--- config.mk ---
export PLATFORM = sky130hd
export DESIGN_NAME = pau_front
export DESIGN_NICKNAME = d
export VERILOG_FILES = /design/src/hdl/pau_pkg.sv /design/src/hdl/pau_front.sv
export SDC_FILE = /design/constraint.sdc
export NUM_CORES = 1
export LEC_CHECK = 0
export ABC_AREA = 1
export BUFFER_PORTS_ARGS = -buffer_cell sky130_fd_sc_hd__clkbuf_2
export CORE_UTILIZATION = 58
export CTS_CLUSTER_SIZE = 40
export DETAILED_ROUTE_END_ITERATION = 6
export GPL_TIMING_DRIVEN = 0
export PLACE_DENSITY = 0.93
export SYNTH_ARGS = -nofsm -noshare
export SYNTH_HDL_FRONTEND = slang
export SYNTH_SLANG_ARGS = --single-unit
export TNS_END_PERCENT = 20
--- constraint.sdc ---
create_clock -name clk -period 13.65 [get_ports clk]
set_input_delay 0.6825 -clock clk [delete_from_list [all_inputs] [get_ports clk]]
set_output_delay 0.6825 -clock clk [all_outputs]
set_load 0.05 [all_outputs]
--- src/hdl/pau_pkg.sv ---
// ---------------------------------------------------------------------------
// pau_pkg : shared types and constants for the pixel arithmetic unit
// Holds the opcode set, the per-stage control word, the angle format and the
// arctangent table used by the CORDIC cells.
// ---------------------------------------------------------------------------
package pau_pkg;

  // Default fraction width of a pixel (1.0 = 2**FRAC_BITS)
  localparam int DEF_FRAC_BITS = 8;

  // Angle accumulator in Q30 radians
  localparam int ANG_BITS     = 30;
  localparam int CORDIC_STEPS = 30;
  localparam int Z_W          = 32;

  // Headroom on x/y for CORDIC gain and the vector length
  localparam int XY_GUARD = 3;

  typedef enum logic [3:0] {
    OP_ADD   = 4'd0,
    OP_SUB   = 4'd1,
    OP_MUL   = 4'd2,
    OP_DIV   = 4'd3,
    OP_MIN   = 4'd4,
    OP_MAX   = 4'd5,
    OP_AND   = 4'd6,
    OP_OR    = 4'd7,
    OP_XOR   = 4'd8,
    OP_NOT   = 4'd9,
    OP_ATAN2 = 4'd10
  } op_t;

  // Control word handed along the cell chain
  typedef struct packed {
    logic valid;   // stage holds a beat
    logic fixed;   // result already settled at entry
    logic is_div;  // quotient path chosen, else angle path
  } ctl_t;

  // atan(2**-idx) in Q30, truncated
  function automatic logic signed [Z_W-1:0] atan_q30(input int idx);
    logic signed [Z_W-1:0] v;
    case (idx)
      0:       v = 32'sd843314856;
      1:       v = 32'sd497837829;
      2:       v = 32'sd263043836;
      3:       v = 32'sd133525158;
      4:       v = 32'sd67021686;
      5:       v = 32'sd33543515;
      6:       v = 32'sd16775850;
      7:       v = 32'sd8388437;
      8:       v = 32'sd4194282;
      9:       v = 32'sd2097149;
      10:      v = 32'sd1048575;
      11:      v = 32'sd524287;
      default: v = (32'sd1 <<< (ANG_BITS - idx)) - 32'sd1;
    endcase
    return v;
  endfunction

endpackage

--- src/hdl/pau_front.sv ---
// ---------------------------------------------------------------------------
// pau_front : entry stage of the pixel arithmetic unit
// Works out every single-step operation, the special cases of DIV and ATAN2,
// and loads the starting vector and remainder for the cell chain.
// ---------------------------------------------------------------------------
module pau_front #(
  parameter int FRAC_BITS = pau_pkg::DEF_FRAC_BITS
) (
  input  logic                                            clk,
  input  logic                                            rst,
  input  logic                                            adv,
  input  logic                                            in_valid,
  input  pau_pkg::op_t                                    operation,
  input  logic [FRAC_BITS:0]                              pixel_a,
  input  logic [FRAC_BITS:0]                              pixel_b,
  output pau_pkg::ctl_t                                   ctl_out,
  output logic signed [FRAC_BITS+pau_pkg::ANG_BITS+pau_pkg::XY_GUARD:0] x_out,
  output logic signed [FRAC_BITS+pau_pkg::ANG_BITS+pau_pkg::XY_GUARD:0] y_out,
  output logic signed [pau_pkg::Z_W-1:0]                  z_out,
  output logic [FRAC_BITS+1:0]                            rem_out,
  output logic [FRAC_BITS:0]                              q_out,
  output logic [FRAC_BITS:0]                              b_out,
  output logic [FRAC_BITS:0]                              res_out
);
  import pau_pkg::*;

  localparam int PIX_W = FRAC_BITS + 1;
  localparam int RAW_W = FRAC_BITS + 2;
  localparam int XY_W  = FRAC_BITS + 1 + ANG_BITS + XY_GUARD;
  localparam logic [PIX_W-1:0] ONE = {1'b1, {FRAC_BITS{1'b0}}};

  logic               ta, tb;
  logic [RAW_W-1:0]   sum_ab;
  logic [2*PIX_W-1:0] prod_ab;
  logic [RAW_W-1:0]   raw;
  logic [PIX_W-1:0]   res_next;
  logic               fixed_next;
  logic               is_div_next;

  assign ta      = (pixel_a == ONE);
  assign tb      = (pixel_b == ONE);
  assign sum_ab  = {1'b0, pixel_a} + {1'b0, pixel_b};
  assign prod_ab = {{PIX_W{1'b0}}, pixel_a} * {{PIX_W{1'b0}}, pixel_b};

  // Decode the operation into a raw result and the path flags
  always_comb begin
    raw         = '0;
    fixed_next  = 1'b1;
    is_div_next = 1'b0;
    unique case (operation)
      OP_ADD: raw = sum_ab;
      OP_SUB: raw = (pixel_a > pixel_b) ? {1'b0, pixel_a - pixel_b} : '0;
      OP_MUL: raw = prod_ab[2*PIX_W-1:FRAC_BITS];
      OP_DIV: begin
        is_div_next = 1'b1;
        if (pixel_b == '0) begin
          raw = '0;
        end else if ({1'b0, pixel_a} >= {pixel_b, 1'b0}) begin
          raw = {1'b0, ONE};
        end else begin
          fixed_next = 1'b0;
        end
      end
      OP_MIN: raw = {1'b0, (pixel_a < pixel_b) ? pixel_a : pixel_b};
      OP_MAX: raw = {1'b0, (pixel_a > pixel_b) ? pixel_a : pixel_b};
      OP_AND: raw = (ta && tb) ? {1'b0, ONE} : '0;
      OP_OR:  raw = (ta || tb) ? {1'b0, ONE} : '0;
      OP_XOR: raw = (ta != tb) ? {1'b0, ONE} : '0;
      OP_NOT: raw = ta ? '0 : {1'b0, ONE};
      OP_ATAN2: begin
        if (pixel_a == '0) begin
          raw = '0;
        end else if (pixel_b == '0) begin
          raw = {1'b0, ONE};
        end else begin
          fixed_next = 1'b0;
        end
      end
      default: raw = '0;
    endcase
  end

  // Cap at 1.0
  assign res_next = (raw > {1'b0, ONE}) ? ONE : raw[PIX_W-1:0];

  // Hold control; clear on reset
  always_ff @(posedge clk) begin
    if (rst) begin
      ctl_out <= '0;
    end else if (adv) begin
      ctl_out.valid  <= in_valid;
      ctl_out.fixed  <= fixed_next;
      ctl_out.is_div <= is_div_next;
    end
  end

  // Load the starting vector, remainder and settled result
  always_ff @(posedge clk) begin
    if (adv) begin
      x_out   <= XY_W'({pixel_b, {ANG_BITS{1'b0}}});
      y_out   <= XY_W'({pixel_a, {ANG_BITS{1'b0}}});
      z_out   <= '0;
      rem_out <= {1'b0, pixel_a};
      q_out   <= '0;
      b_out   <= pixel_b;
      res_out <= res_next;
    end
  end

endmodule

==> results.md <==
- Fin crit period: 5637 ps
- Commonest cells after routing, fill and taps aside: nand2_1 (225), inv_1 (208), buf_4 (127), conb_1 (108), nand3_1 (76)
- PnR worst setup slack: 8013 ps
- Met3 global-route usage: 4.386%
- Synth top area cells: fa_1 (15%), buf_4 (14%), ha_1 (13%)
- Worst Path Class, Setup: in -> reg
- Routed WL: 16340 µm
- Syn avg cell area: 6.977 µm²
- Hold-fix buffers, CTS: 0
- Largest family of logic cells by synthesized area: adder cells
- Yosys top cell area share: 15.13%
- Slowest CP cell: fa_1
- DP HPWL: 13380 µm
- Die Y: 109.9 µm
- CP Capture Type: flip-flop
- Post-synthesis mux area share: 0%
- Inserted Diodes: 0
- Clock Latency Late Sink: 280 ps
- Min-delay worst type: reg -> reg
- Drc violations: 0
- Number of antenna violations at the first check in global routing: 0
- Die area: 12070 µm²
- Slew Viols, Final: 0
- IO buf count: 73
- DR vias/cell: 4.904
- Most common cell after layout, fill and taps aside: nand2_1
- Core Area: 11370 µm²
- Clk slew on worst S/H paths: 50 ps
- Clk sink count: 30
- Post-Synthesis Cells: 967
- CTS H-tree depth: 2
- Cell area after synthesis: 6746 µm²
- Actual slew at the worst max-slew pin: 843.4 ps
- Post-synthesis adder-cell area fraction: 28.12%
- Footprint of the multi-input gates: 4408 µm²
- CP max FO: 9
- Vias in the first global route: 5879
- GRT Total Usage: 28.05%
- Met2 usage: 50.31%
- CP arrival: 5770 ps
- Largest area contributor in the netlist: fa_1
- Final ANT Viol Nets: 0
- Placed Cells: 1290
- Starting DRT DRC Count: 372
- Seq. cell area: 870.8 µm²
- Setup violators final: 0
- Total grt overflow: 0
- Synth warnings: 0
- Most used cell, CP: inv_1
- Number of synthesized flops with an enable pin: 27
- P per Cell Area: 110.1 nW/µm²
- Resized cells post-CTS: 0
- First-pass GRT wire length: 26210 µm
- GPL Wtd Cong: 0.9913
- Non-Filler Instances: 1298
- Worst slack, placed: 7828 ps
- Via count: 6365
- Leak Pwr: 4.881 nW
- TNS Setup: 0 ps
- Ys async rst share: 0%
- Cell variety after synth: 37
- Hold Vio Cnt, Final: 0
- Post-Layout Inst Area: 7881 µm²
- Seq/Total Area, Yosys: 12.91%
- GRT busiest layer: met2
- Io pins: 182
- Startpoint Class: input pin
- GR Util met1: 32.35%
- Num CTS Buffers: 5
- XOR/XNOR Fraction of Synth Area: 0.5193%
- Die W: 109.9 µm
- Peak VDD IR: 0.06982 mV
- DP Area: 7692 µm²
- Critical path's largest stage delay: 550 ps
- CTS Buffer Depth: 2
- Status: finished, final reports clean
- Initial Util: 59.34%
- Clock skew: 0 ps
- TritonCTS clock tree: done
- Post-synth top flop: edfxtp_1
- # Post-CTS Setup Buffers: 0
- Layout cells sized above 1: 20.69%
- Fillers: 902
- Core Rows: 39
- Area Overhead vs Synth: 16.82%
- Largest net degree at the start of global routing: 34
- Fmax: 177.4 MHz
- Routed len/inst: 12.59 µm
- Max Cap Violations: 0
- Slew HR: 43.56%
- Flops & latches, synth: 30
- Total power: 867.5 µW
- DR pass1 iterations: 6
- CP Data Required Time: 13780 ps
- Synth Area in Compound Gates: 4.692%
- Simple-gate portion of the synthesized area: 26.00%
- Final period utilization: 41.30%
- Final #Nets: 1301
- RSZ-0062 raised after global routing: no
- CTS Root Buffer Type: clkbuf_16
## power by group
part	internal, mW	switching (mW)
logic	0.195	0.412
clock network	0.104	0.0421
registers	0.111	0.00343
total	0.410	0.457
## registers in the layout (all words and copies together), names as in the netlist
signal	flops
ctl_out	3
rem_out	9
res_out	9
b_out	9
## final timing paths
check	start	to	slack, ps	depth (start not counted)
min reg2reg	ctl_out[1]	ctl_out[1]	500	2
min	ctl_out[1]	ctl_out[1]	500	2
max reg2reg	ctl_out[0]	ctl_out[0]	12950	2
max	pixel_a[4]	res_out[2]	8010	25
## kinds of logic (layout without fill, tap and decap cells)
kind of cell	count (synthesis)	after routing
flip-flops	30	30
adder cells (fa/ha/maj)	121	121
AO/OA/AOI/OAI	55	55
buffers and inverters	363	444
XOR/XNOR	4	4
other	1	108
AND/OR/NAND/NOR	393	393
## cells in the mapped netlist (3+ instances only)
cell type,n
nand3_1,76
nor2_2,5
o21ai_0,10
nand2_1,225
xnor2_1,3
nor2_1,43
nand4_1,20
edfxtp_1,27
buf_2,6
a21oi_1,32
inv_2,3
fa_1,51
dfxtp_1,3
nand2_2,4
o211ai_1,4
ha_1,70
nand3b_1,6
nand3_4,3
nor3_1,4
buf_6,3
buf_4,127
inv_1,208
clkbuf_1,16
## layout make-up
class | count | share of cell area [%]
Multi-Input combinational cell | 681 | 55.93
Clock inverter | 3 | 0.8097
Sequential cell | 30 | 11.05
Buffer | 152 | 13.67
Clock buffer | 5 | 1.588
Timing Repair Buffer | 73 | 4.636
Tap cell | 143 | 2.270
Inverter | 211 | 10.05
## layer usage
metal	wire length [µm]	part of all wire, %
met1	6013	37
met2	8327	51
met3	1358	8.3
met4	636	3.9
met5	0	0
## metrics by stage
step           util (%)  hold WS [ps]
2_1_floorplan         -         748.3
3_3_place_gp      67.66         466.0
3_5_place_dp      67.66         481.2
4_1_cts           69.32         499.4
5_1_grt           69.32         546.6
6_report          69.32         496.7
## worst max-delay path, delay by kind of cell
| kind | cells | cell delay [ps] |
|---|---|---|
| fa+ha+maj | 5 | 2490 |
| compound gates | 1 | 170 |
| buf+inv | 7 | 770 |
| simple gates | 12 | 1650 |
Note: power is estimated with default switching activity, not from simulation.
