**config.mk**
```make
export PLATFORM = sky130hd
export DESIGN_NAME = pau_back
export DESIGN_NICKNAME = d
export VERILOG_FILES = /design/src/hdl/pau_pkg.sv /design/src/hdl/pau_back.sv
export SDC_FILE = /design/constraint.sdc
export NUM_CORES = 1
export LEC_CHECK = 0
export CAP_MARGIN = 15
export CELL_PAD_IN_SITES_DETAIL_PLACEMENT = 1
export CELL_PAD_IN_SITES_GLOBAL_PLACEMENT = 1
export CORE_MARGIN = 2
export CORE_UTILIZATION = 30
export CTS_BUF_LIST = sky130_fd_sc_hd__clkbuf_16
export DETAILED_ROUTE_END_ITERATION = 8
export DONT_BUFFER_PORTS = 1
export PLACE_DENSITY_LB_ADDON = 0.1
export REMOVE_ABC_BUFFERS = 1
export SETUP_SLACK_MARGIN = 0.15
export SLEW_MARGIN = 10
export SYNTH_ARGS = -nofsm -noshare
export SYNTH_HDL_FRONTEND = slang
export SYNTH_SLANG_ARGS = --single-unit
```
**constraint.sdc**
```tcl
create_clock -name clk -period 6 [get_ports clk]
set_input_delay 1.2 -clock clk [delete_from_list [all_inputs] [get_ports clk]]
set_output_delay 1.2 -clock clk [all_outputs]
set_load 0.02 [all_outputs]
```
**src/hdl/pau_pkg.sv**
```systemverilog
// ---------------------------------------------------------------------------
// pau_pkg : shared types and constants for the pixel arithmetic unit
// Holds the opcode set, the per-stage control word, the angle format and the
// arctangent table used by the CORDIC cells.
// ---------------------------------------------------------------------------
package pau_pkg;

  // Default fraction width of a pixel (1.0 = 2**FRAC_BITS)
  localparam int DEF_FRAC_BITS = 8;

  // Angle accumulator in Q30 radians
  localparam int ANG_BITS     = 30;
  localparam int CORDIC_STEPS = 30;
  localparam int Z_W          = 32;

  // Headroom on x/y for CORDIC gain and the vector length
  localparam int XY_GUARD = 3;

  typedef enum logic [3:0] {
    OP_ADD   = 4'd0,
    OP_SUB   = 4'd1,
    OP_MUL   = 4'd2,
    OP_DIV   = 4'd3,
    OP_MIN   = 4'd4,
    OP_MAX   = 4'd5,
    OP_AND   = 4'd6,
    OP_OR    = 4'd7,
    OP_XOR   = 4'd8,
    OP_NOT   = 4'd9,
    OP_ATAN2 = 4'd10
  } op_t;

  // Control word handed along the cell chain
  typedef struct packed {
    logic valid;   // stage holds a beat
    logic fixed;   // result already settled at entry
    logic is_div;  // quotient path chosen, else angle path
  } ctl_t;

  // atan(2**-idx) in Q30, truncated
  function automatic logic signed [Z_W-1:0] atan_q30(input int idx);
    logic signed [Z_W-1:0] v;
    case (idx)
      0:       v = 32'sd843314856;
      1:       v = 32'sd497837829;
      2:       v = 32'sd263043836;
      3:       v = 32'sd133525158;
      4:       v = 32'sd67021686;
      5:       v = 32'sd33543515;
      6:       v = 32'sd16775850;
      7:       v = 32'sd8388437;
      8:       v = 32'sd4194282;
      9:       v = 32'sd2097149;
      10:      v = 32'sd1048575;
      11:      v = 32'sd524287;
      default: v = (32'sd1 <<< (ANG_BITS - idx)) - 32'sd1;
    endcase
    return v;
  endfunction

endpackage

```
**src/hdl/pau_back.sv**
```systemverilog
// ---------------------------------------------------------------------------
// pau_back : result stage of the pixel arithmetic unit
// Rounds the accumulated angle, caps the quotient and selects the result
// into the output register.
// ---------------------------------------------------------------------------
module pau_back #(
  parameter int FRAC_BITS = pau_pkg::DEF_FRAC_BITS
) (
  input  logic                           clk,
  input  logic                           rst,
  input  logic                           adv,
  input  pau_pkg::ctl_t                  ctl_in,
  input  logic signed [pau_pkg::Z_W-1:0] z_in,
  input  logic [FRAC_BITS:0]             q_in,
  input  logic [FRAC_BITS:0]             res_in,
  output logic                           out_valid,
  output logic [FRAC_BITS:0]             pixel_out
);
  import pau_pkg::*;

  localparam int PIX_W = FRAC_BITS + 1;
  localparam int RAW_W = FRAC_BITS + 2;
  localparam int SH    = ANG_BITS - FRAC_BITS;
  localparam logic [PIX_W-1:0] ONE = {1'b1, {FRAC_BITS{1'b0}}};
  localparam logic [Z_W-1:0]   RND = Z_W'(1) << (SH - 1);

  logic [Z_W-1:0]   z_pos;
  logic [Z_W-1:0]   z_rnd;
  logic [RAW_W-1:0] ang_raw;
  logic [PIX_W-1:0] ang_pix, div_pix, sel;

  // Drop negative angles, round half up, cap at 1.0
  assign z_pos   = z_in[Z_W-1] ? '0 : z_in;
  assign z_rnd   = z_pos + RND;
  assign ang_raw = z_rnd[ANG_BITS+1:SH];
  assign ang_pix = (ang_raw > {1'b0, ONE}) ? ONE : ang_raw[PIX_W-1:0];

  // Cap the quotient at 1.0
  assign div_pix = (q_in > ONE) ? ONE : q_in;

  always_comb begin
    if (ctl_in.fixed) begin
      sel = res_in;
    end else if (ctl_in.is_div) begin
      sel = div_pix;
    end else begin
      sel = ang_pix;
    end
  end

  // Output register
  always_ff @(posedge clk) begin
    if (rst) begin
      out_valid <= 1'b0;
    end else if (adv) begin
      out_valid <= ctl_in.valid;
    end
  end

  always_ff @(posedge clk) begin
    if (adv) begin
      pixel_out <= sel;
    end
  end

endmodule

```
==> results of run 1 <==
registers in the layout, indices dropped and copies added, names as in the netlist:
| register | count |
|---|---|
| out_valid | 1 |
| pixel_out | 9 |
worst reg2reg max path, stage by stage (launching register included):
cell     delay (ns)
dfxtp_1        0.44
mux2i_1        0.10
nor2_1         0.08
power by group:
part	leakage [nW]	internal (W)	switching [W]
combinational	0.213	0.0000141	0.0000127
sequential	0.0956	0.0000845	0.0000102
clock	0.0385	0.0000874	0.0000312
final cells by class:
| type | count | area, µm² | share of cell area, % |
|---|---|---|---|
| clock buffers | 3 | 75.1 | 7.75 |
| clock inverters | 1 | 3.75 | 0.388 |
| inverters | 2 | 7.51 | 0.775 |
| multi-input cells | 76 | 553 | 57.1 |
| flip-flops and latches | 10 | 290 | 30.0 |
| well taps | 31 | 38.8 | 4.01 |
placed cells by master (no fill, tap or decap), drive strengths merged, types with 3 or more instances in the layout:
| master | instances |
|---|---|
| nor2b | 6 |
| o21ai | 3 |
| nor2 | 8 |
| nor3b | 4 |
| nand2 | 11 |
| xor2 | 4 |
| a21oi | 6 |
| o31ai | 5 |
| clkbuf | 3 |
| edfxtp | 9 |
| xnor2 | 4 |
| nand3 | 3 |
through the flow:
stage / area, µm² / std cells
final: 968 / 123
after global routing: 968 / 123
after CTS: 968 / 123
after detailed placement: 890 / 119
after global placement: 890 / 119
after floorplan: 851 / 88
path summary, 6_finish.rpt:
path                                 from           end  slack [ns]  cells past startpoint
worst max-delay path             z_in[22]  pixel_out[1]        3.15                      8
worst min register to register  out_valid     out_valid        0.61                      2
worst min-delay path            out_valid     out_valid        0.61                      2
worst max register to register  out_valid     out_valid        5.32                      2
layer usage:
metal	GRT usage, %	vias to the layer above	part of all wire [%]
li1	-	344	-
met1	16.2	315	43
met2	21.3	34	45
met3	3.35	4	9.8
met4	7.97	0	2.4
met5	0	-	0
cell families after synthesis:
logic type	after synthesis	synth area share, %
and+or+nand+nor	42	29.7
AOI/OAI and AO/OA	22	20.6
DFF	10	33.6
xor gates and xnor gates	8	8.12
buffers and inverters	5	2.32
muxes	3	4.20
adders and majority gates	1	1.45
==> key figures, run 1 <==
Place
  – Pre-CTS WS: 2.91 ns
  – Placer congestion estimate: 0.725
  – HPWL after DPL: around 1700 µm
  – IO Port Bufs: 0

Setup path
  – Critical Path RT: 6.05 ns
  – CP cell instances: nor2b_1 -> ha_1 -> nand2_1 -> nor2_1 -> a21oi_1 -> o211ai_1 -> a41oi_2 -> o31ai_1
  – Critical setup path kind: in -> reg
  – CP Launch Type: primary input
  – CP max FO: 5
  – Crit end category: flip-flop
  – Critical path's largest stage delay: 0.35 ns
  – Worst Path Buf+Inv: 0
  – CP top delay family: compound AO/OA/AOI/OAI gates
  – WP data arrival: 2.90 ns
  – CP max stage cell: nor2_1

Logic synthesis
  – Main synth FF type: edfxtp_1
  – Number of synthesized flops with an enable pin: 9
  – Area leader, netlist: edfxtp_1
  – Top cells by area in the synthesized netlist: edfxtp_1, nand2_1, o31ai_1
  – Synth top area share: 31.3%
  – Async SR Flop Fraction: 0%
  – Yosys warns: 0
  – Synth Cell Area: 863 µm²
  – Post-Syn Instances: just over 90
  – Sequential share of the synthesized area: 33.6%
  – Top cells by count, synth: nand2_1, edfxtp_1, nor2_1
  – Most instantiated library cell after synthesis: nand2_1
  – Post-synth cell types: 36
  – Flop and latch count out of synthesis: 10
  – Mapped Avg Cell Area: between 9 and 10 µm²

Power
  – P_leak: 0.347 nW
  – Pwr/cell area: approximately 250 nW/µm²
  – Total power: 0.000240 W
  – Peak supply drop: ~0.32 mV

CTS
  – H-tree Lvls: 1
  – CTS root buf: clkbuf_16
  – # resized after CTS: 0
  – CTS buffer count: 3
  – Cts hold-fix bufs: 0
  – Later-pin clock latency in the skew report: 0.24 ns
  – CTS tree: yes
  – TritonCTS Sinks: 10
  – Post-CTS Setup Repair Bufs: 0
  – Buffer levels on the longest clock path: 2
  – CTS clock-pin slew for the worst setup and hold paths: 0.04 ns

Floorplan
  – Die span in x: 57.6 µm
  – Die H: ~58 µm
  – Starting density of the core: 31.6%
  – IO Pins: 66
  – Core ar.: around 2700 µm²
  – Num rows: 19
  – Die Footprint: ~3300 µm²

Routing
  – Drt via density: 5.67
  – Detail Route Antenna Nets: 0
  – Number of remaining DRC errors: 0
  – Drt total wl: 2120 µm
  – Pre-Repair DR Iteration Count: 2
  – Routed len/inst: 17.3 µm
  – Via Count: 697
  – Starting DRC count in detailed routing: 12

Layout
  – Synth-to-Final Area Change: 12.2%
  – Fillers: 322
  – Nets: 150
  – Diodes inserted: 0
  – Share of post-route cells with drive strength above 1: between 10% and 20%
  – Final Util: 35.4%

STA
  – Setup TNS: 0 ns
  – Tmin final: 2.85 ns
  – RSZ-0062 raised after global routing: no
  – Period utilization: 47.5%
  – Finish-stage setup viols: 0
  – Relative max-transition margin: 71.9%
  – Worst setup margin: 3.15 ns
  – Hold Worst Slack: 0.606 ns
  – Worst slew pin tran: 0.420 ns
  – Clk_skew: 0 ns
  – Highest clock rate: about 350 MHz
  – Hold Vio Cnt, Final: 0
  – Max-slew violation count: 0

Status
  – Status: finished, final reports clean

GRT
  – Remaining global-route overflow: 0
  – Global-route wire length before repair: roughly 3300 µm
  – Initial antenna violation count: 0
  – Vias in the first global route: between 700 and 800
  – Total GRT Usage: a little over an eighth
  – Largest net degree at the start of global routing: 22

Hold path
  – Worst hold-check path type: reg -> reg

Run
  – Max-cap viol count: 0
Power figures use the tool's default switching activity.
==> run 2: changes to the inputs <==
--- a/config.mk
+++ b/config.mk
@@ -5,6 +5,7 @@
 export SDC_FILE = /design/constraint.sdc
 export NUM_CORES = 1
 export LEC_CHECK = 0
+export ABC_AREA = 1
 export CAP_MARGIN = 15
 export CELL_PAD_IN_SITES_DETAIL_PLACEMENT = 1
 export CELL_PAD_IN_SITES_GLOBAL_PLACEMENT = 1
==> constraint.sdc (replaced) <==
create_clock -name clk -period 2.7 [get_ports clk]
set_input_delay 0.54 -clock clk [delete_from_list [all_inputs] [get_ports clk]]
set_output_delay 0.54 -clock clk [all_outputs]
set_load 0.02 [all_outputs]
==> key figures, run 2 <==
Routing
  – Via Count: ~910
  – Starting DRC count in detailed routing: 15
  – Number of remaining DRC errors: 0
  – Pre-Repair DR Iteration Count: 2
  – Routed len/inst: 14.1 µm
  – Detail Route Antenna Nets: 0
  – Drt via density: between 4 and 5
  – Drt total wl: ~2600 µm

Logic synthesis
  – Sequential share of the synthesized area: 29.3%
  – Post-Syn Instances: 141
  – Most instantiated library cell after synthesis: nand2_1
  – Number of synthesized flops with an enable pin: 9
  – Async SR Flop Fraction: 0%
  – Main synth FF type: edfxtp_1
  – Synth top area share: 27.3%
  – Post-synth cell types: 25
  – Synth Cell Area: 990 µm²
  – Mapped Avg Cell Area: 7.02 µm²
  – Top cells by count, synth: nand2_1, nor2_1, inv_1
  – Top cells by area in the synthesized netlist: edfxtp_1, nand2_1, nor2_1
  – Flop and latch count out of synthesis: 10
  – Area leader, netlist: edfxtp_1
  – Yosys warns: 0

Power
  – Sw Ratio: roughly 26%
  – Net Sw Power: 0.000143 W
  – P_int: 0.000412 W
  – P_leak: 0.453 nW
  – Peak supply drop: 0.285 mV
  – Clk pwr share: 47.8%
  – Comb pwr share: between 10 and 15%
  – Total power: ~0.00056 W
  – Pwr/cell area: 507 nW/µm²
  – Reg power frac: 38.1%

Floorplan
  – Num rows: 20
  – Die span in x: between 60 and 70 µm
  – Core ar.: just over 3000 µm²
  – Die Footprint: 3770 µm²
  – Starting density of the core: 31.9%
  – Die H: 61.4 µm
  – IO Pins: 66

Place
  – Pre-CTS WS: 0.537 ns
  – HPWL after DPL: between 2000 and 2500 µm
  – Placer congestion estimate: 0.699
  – Placement Cell Area: 1020 µm²
  – IO Port Bufs: 0

Hold path
  – Worst hold-check path type: in -> reg
  – Worst hold stages: 1

CTS
  – # resized after CTS: 0
  – CTS clock-pin slew for the worst setup and hold paths: 0.04 ns
  – CTS buffer count: 3
  – Cts hold-fix bufs: 0
  – Post-CTS Setup Repair Bufs: 0
  – Later-pin clock latency in the skew report: 0.24 ns
  – H-tree Lvls: 1
  – CTS tree: yes
  – CTS root buf: clkbuf_16
  – TritonCTS Sinks: 10
  – Buffer levels on the longest clock path: 2

GRT
  – Initial antenna violation count: 0
  – Global-route wire length before repair: 4070 µm
  – Total GRT Usage: 14.6%
  – Remaining global-route overflow: 0
  – Vias in the first global route: ~940
  – Largest net degree at the start of global routing: 15

STA
  – Worst slew pin tran: 0.681 ns
  – Max-slew violation count: 0
  – Relative max-transition margin: 54.2%
  – Hold Vio Cnt, Final: 0
  – Clk_skew: 0 ns
  – Highest clock rate: 533 MHz
  – Finish-stage setup viols: 0
  – Worst setup margin: 0.825 ns
  – RSZ-0062 raised after global routing: no
  – Tmin final: 1.88 ns
  – Setup TNS: 0 ns
  – Period utilization: a little over two thirds

Run
  – Max-cap viol count: 0

Setup path
  – WP data arrival: 1.97 ns
  – Cell repeated most along the worst path: nand2_1
  – Crit end category: flip-flop
  – Critical Path RT: 2.79 ns
  – CP Launch Type: primary input
  – R2R depth: 2
  – CP max FO: 8
  – Critical setup path kind: in -> reg
  – CP cell instances: inv_1 -> nor2_1 -> ha_1 -> nand2_1 -> nor2_4 -> nand2_1 -> nand2_1 -> nand2_1 -> nor2_1 -> nand3_2 -> nand2_2 -> nand2_1 -> a21oi_2
  – Critical path's largest stage delay: 0.22 ns
  – CP max stage cell: ha_1

Layout
  – Final instance area: 1100 µm²
  – Synth-to-Final Area Change: 10.7%
  – Nets: 200
  – Largest registers: pixel_out x9, out_valid x1
  – Most flops, register: pixel_out
  – Diodes inserted: 0
  – Most common cell after layout, fill and taps aside: nand2_1
  – Share of post-route cells with drive strength above 1: between 10% and 20%
  – Final Util: 35.3%
  – Most frequent cells in the layout: nand2_1, nor2_1, inv_1
  – Max reg flops: 9

Status
  – Status: finished, final reports clean
-- run 2: cell count changes after synthesis, sizes merged, moves of 3 or more --
| cell | before | now |
|---|---|---|
| a21oi | 6 | 14 |
| a31oi | 0 | 6 |
| inv | 2 | 17 |
| nand2 | 11 | 40 |
| nand3 | 3 | 10 |
| nor2 | 8 | 27 |
| nor2b | 6 | 0 |
| nor3b | 4 | 0 |
| o31ai | 5 | 0 |
| xnor2 | 4 | 0 |
| xor2 | 4 | 1 |
-- run 2: layer usage --
layer,global-route usage [%],vias up,wire [µm]
li1,-,465,-
met1,17.6,422,1140
met2,24.9,24,1320
met3,5.46,2,149
met4,2.74,0,8
met5,0,-,0
-- run 2: worst paths after layout --
path	from	end	slack, ns
min	rst	out_valid	0.37
max reg2reg	out_valid	out_valid	2.02
min reg2reg	out_valid	out_valid	0.60
max	z_in[22]	pixel_out[5]	0.82
-- run 2: cells by family after synthesis --
family                   count (synthesis)  synth area share [%]
multiplexers                             1                  1.01
XOR/XNOR                                 1                 0.885
buffers and inverters                   21                  9.61
AO/OA/AOI/OAI                           25                  16.4
AND/OR/NAND/NOR                         82                  41.5
adder cells (fa/ha/maj)                  1                  1.26
flip-flops                              10                  29.3
-- run 2: worst max-delay path: cells and delay by family --
| kind | cells | cell delay [ns] |
|---|---|---|
| AOI/OAI and AO/OA | 1 | 0.12 |
| adders and majority gates | 1 | 0.22 |
| buffers and inverters | 1 | 0.02 |
| and+or+nand+nor | 10 | 1.06 |
-- run 2: per-stage QoR --
step / instances / hold slack [ns]
CTS: 186 / 0.367
global route: 186 / 0.374
detailed placement: 182 / 0.600
floorplan: 138 / 0.579
finish: 186 / 0.369
global placement: 182 / 0.598
-- run 2: final cells by class --
class,instances,area (µm²)
Fill cell,416,2010
Tap cell,44,55.1
Inverter,18,67.6
Sequential cell,10,290
Multi-Input combinational cell,110,604
Clock buffer,3,75.1
Clock inverter,1,3.75
-- run 2: power groups by stage --
stage	registers (W)	logic (W)	clock network (W)
2_1_floorplan	0.000212	0.0000663	0
3_3_place_gp	0.000214	0.0000784	0
3_5_place_dp	0.000215	0.0000802	0
4_1_cts	0.000212	0.0000806	0.000270
5_1_grt	0.000214	0.0000910	0.000276
6_report	0.000212	0.0000787	0.000266
==> run 3: changes to the inputs <==
==> constraint.sdc (replaced) <==
create_clock -name clk -period 1.91 [get_ports clk]
set_input_delay 0.382 -clock clk [delete_from_list [all_inputs] [get_ports clk]]
set_output_delay 0.382 -clock clk [all_outputs]
set_load 0.02 [all_outputs]
==> key figures, run 3 (synthesis gave the netlist of run 2 again) <==
Setup path
  – Crit path launch: z_in[22]
  – CP Launch Type: primary input
  – Critical Path RT: 2.00 ns
  – CP max FO: 8
  – Crit end category: flip-flop
  – WP data arrival: 1.69 ns
  – R2R Path Start: out_valid
  – Critical setup path kind: in -> reg

STA
  – Worst setup margin: 0.315 ns
  – Tmin final: 1.59 ns
  – Finish-stage setup viols: 0
  – Relative max-transition margin: around four fifths
  – Hold Vio Cnt, Final: 0
  – Worst slew pin tran: 0.295 ns
  – RSZ-0062 raised after global routing: no
  – Period utilization: 83.5%
  – Max-slew violation count: 0
  – Highest clock rate: 627 MHz
  – Clk_skew: 0 ns

CTS
  – CTS clock-pin slew for the worst setup and hold paths: approximately 0.04 ns
  – TritonCTS Sinks: 10
  – Buffer levels on the longest clock path: 2
  – H-tree Lvls: 1
  – CTS buffer count: 3
  – CTS tree: yes
  – CTS root buf: clkbuf_16
  – Later-pin clock latency in the skew report: between 0.2 and 0.25 ns
  – Cts hold-fix bufs: 0

Layout
  – Diodes inserted: 0
  – Most frequent cells in the layout: nand2_1, nor2_1, inv_1
  – Nets: 205
  – Max reg flops: 9
  – Most flops, register: pixel_out
  – Most common cell after layout, fill and taps aside: nand2_1
  – Largest registers: pixel_out x9, out_valid x1
  – Final instance area: 1140 µm²
  – Synth-to-Final Area Change: 15.3%
  – Share of post-route cells with drive strength above 1: 21.8%

Floorplan
  – Starting density of the core: 31.9%
  – IO Pins: 66
  – Die H: 61.4 µm
  – Core ar.: approximately 3100 µm²
  – Die span in x: 61.4 µm
  – Num rows: 20
  – Die Footprint: 3770 µm²

Routing
  – Drt via density: 4.79
  – Drt total wl: 2590 µm
  – Routed len/inst: 13.6 µm
  – Pre-Repair DR Iteration Count: 4
  – Starting DRC count in detailed routing: 13
  – Via Count: 915
  – Detail Route Antenna Nets: 0
  – Number of remaining DRC errors: 0

Hold path
  – Hold path start: rst
  – Worst hold-check path type: in -> reg

GRT
  – Vias in the first global route: 908
  – Largest net degree at the start of global routing: 12
  – Initial antenna violation count: 0
  – Global-route wire length before repair: 3970 µm
  – Remaining global-route overflow: 0
  – Total GRT Usage: approximately 14%

Place
  – IO Port Bufs: 0
  – Pre-CTS WS: -0.0449 ns
  – HPWL after DPL: between 2000 and 2500 µm
  – Placement Cell Area: 1050 µm²
  – Placer congestion estimate: 0.704

Power
  – Peak supply drop: approximately 0.35 mV
  – P_leak: between 0.4 and 0.5 nW
  – Pwr/cell area: 693 nW/µm²

Status
  – Status: finished, final reports clean

Run
  – Max-cap viol count: 0
==> run 3: repair_timing <==
action / in CTS / in global routing
setup buffers: 0 / 1
setup endpoints to repair: 0 / 8
resized for setup: 0 / 2
==> run 3: through the flow <==
| step | utilization (%) | std cells | power, W | setup TNS, ns | hold WS (ns) |
|---|---|---|---|---|---|
| floorplan | - | 138 | 0.000394 | 0 | 0.454 |
| global placement | 33.8 | 186 | 0.000419 | -0.00475 | 0.455 |
| detailed placement | 33.8 | 186 | 0.000422 | -0.157 | 0.457 |
| CTS | 36.3 | 190 | 0.000795 | 0 | 0.211 |
| global route | 36.8 | 191 | 0.000828 | 0 | 0.212 |
| finish | 36.8 | 191 | 0.000790 | 0 | 0.213 |
==> run 3: path summary, 6_finish.rpt <==
check	cells past startpoint	to	slack (ns)
max	13	pixel_out[0]	0.32
min	1	out_valid	0.21
max reg2reg	2	out_valid	1.23
min reg2reg	2	out_valid	0.61
==> run 3: worst max-delay path: stages <==
cell and delay (ns):
inv_1 0.02, nor2_1 0.08, ha_1 0.18, nand2_1 0.09, nor2_4 0.16, nand2_1 0.08
nand2_1 0.08, nand2_1 0.06, nor2_1 0.13, nand3_2 0.10, nand2_4 0.11, nand2_1 0.08
a21oi_2 0.13
==> run 3: where the power goes <==
part / switching [W] / internal, W
registers: 0.0000323 / 0.000266
logic: 0.0000729 / 0.0000480
clock network: 0.0000967 / 0.000274
==> run 3: area by class of cell <==
cell class	instances	area [µm²]
fillers	416	1960
repair buffers	5	37.5
clock buffers	3	75.1
multi-input cells	110	612
flip-flops and latches	10	290
inverters	18	67.6
well taps	44	55.1
clock inverters	1	3.75
==> run 3: routing by layer <==
metal | GRT usage [%] | up-vias | wire [µm]
met2 | 23.6 | 24 | 1290
met4 | 0.912 | 0 | 0
met3 | 5.04 | 0 | 150
met1 | 18.2 | 418 | 1150
li1 | - | 473 | -
met5 | 0 | - | 0
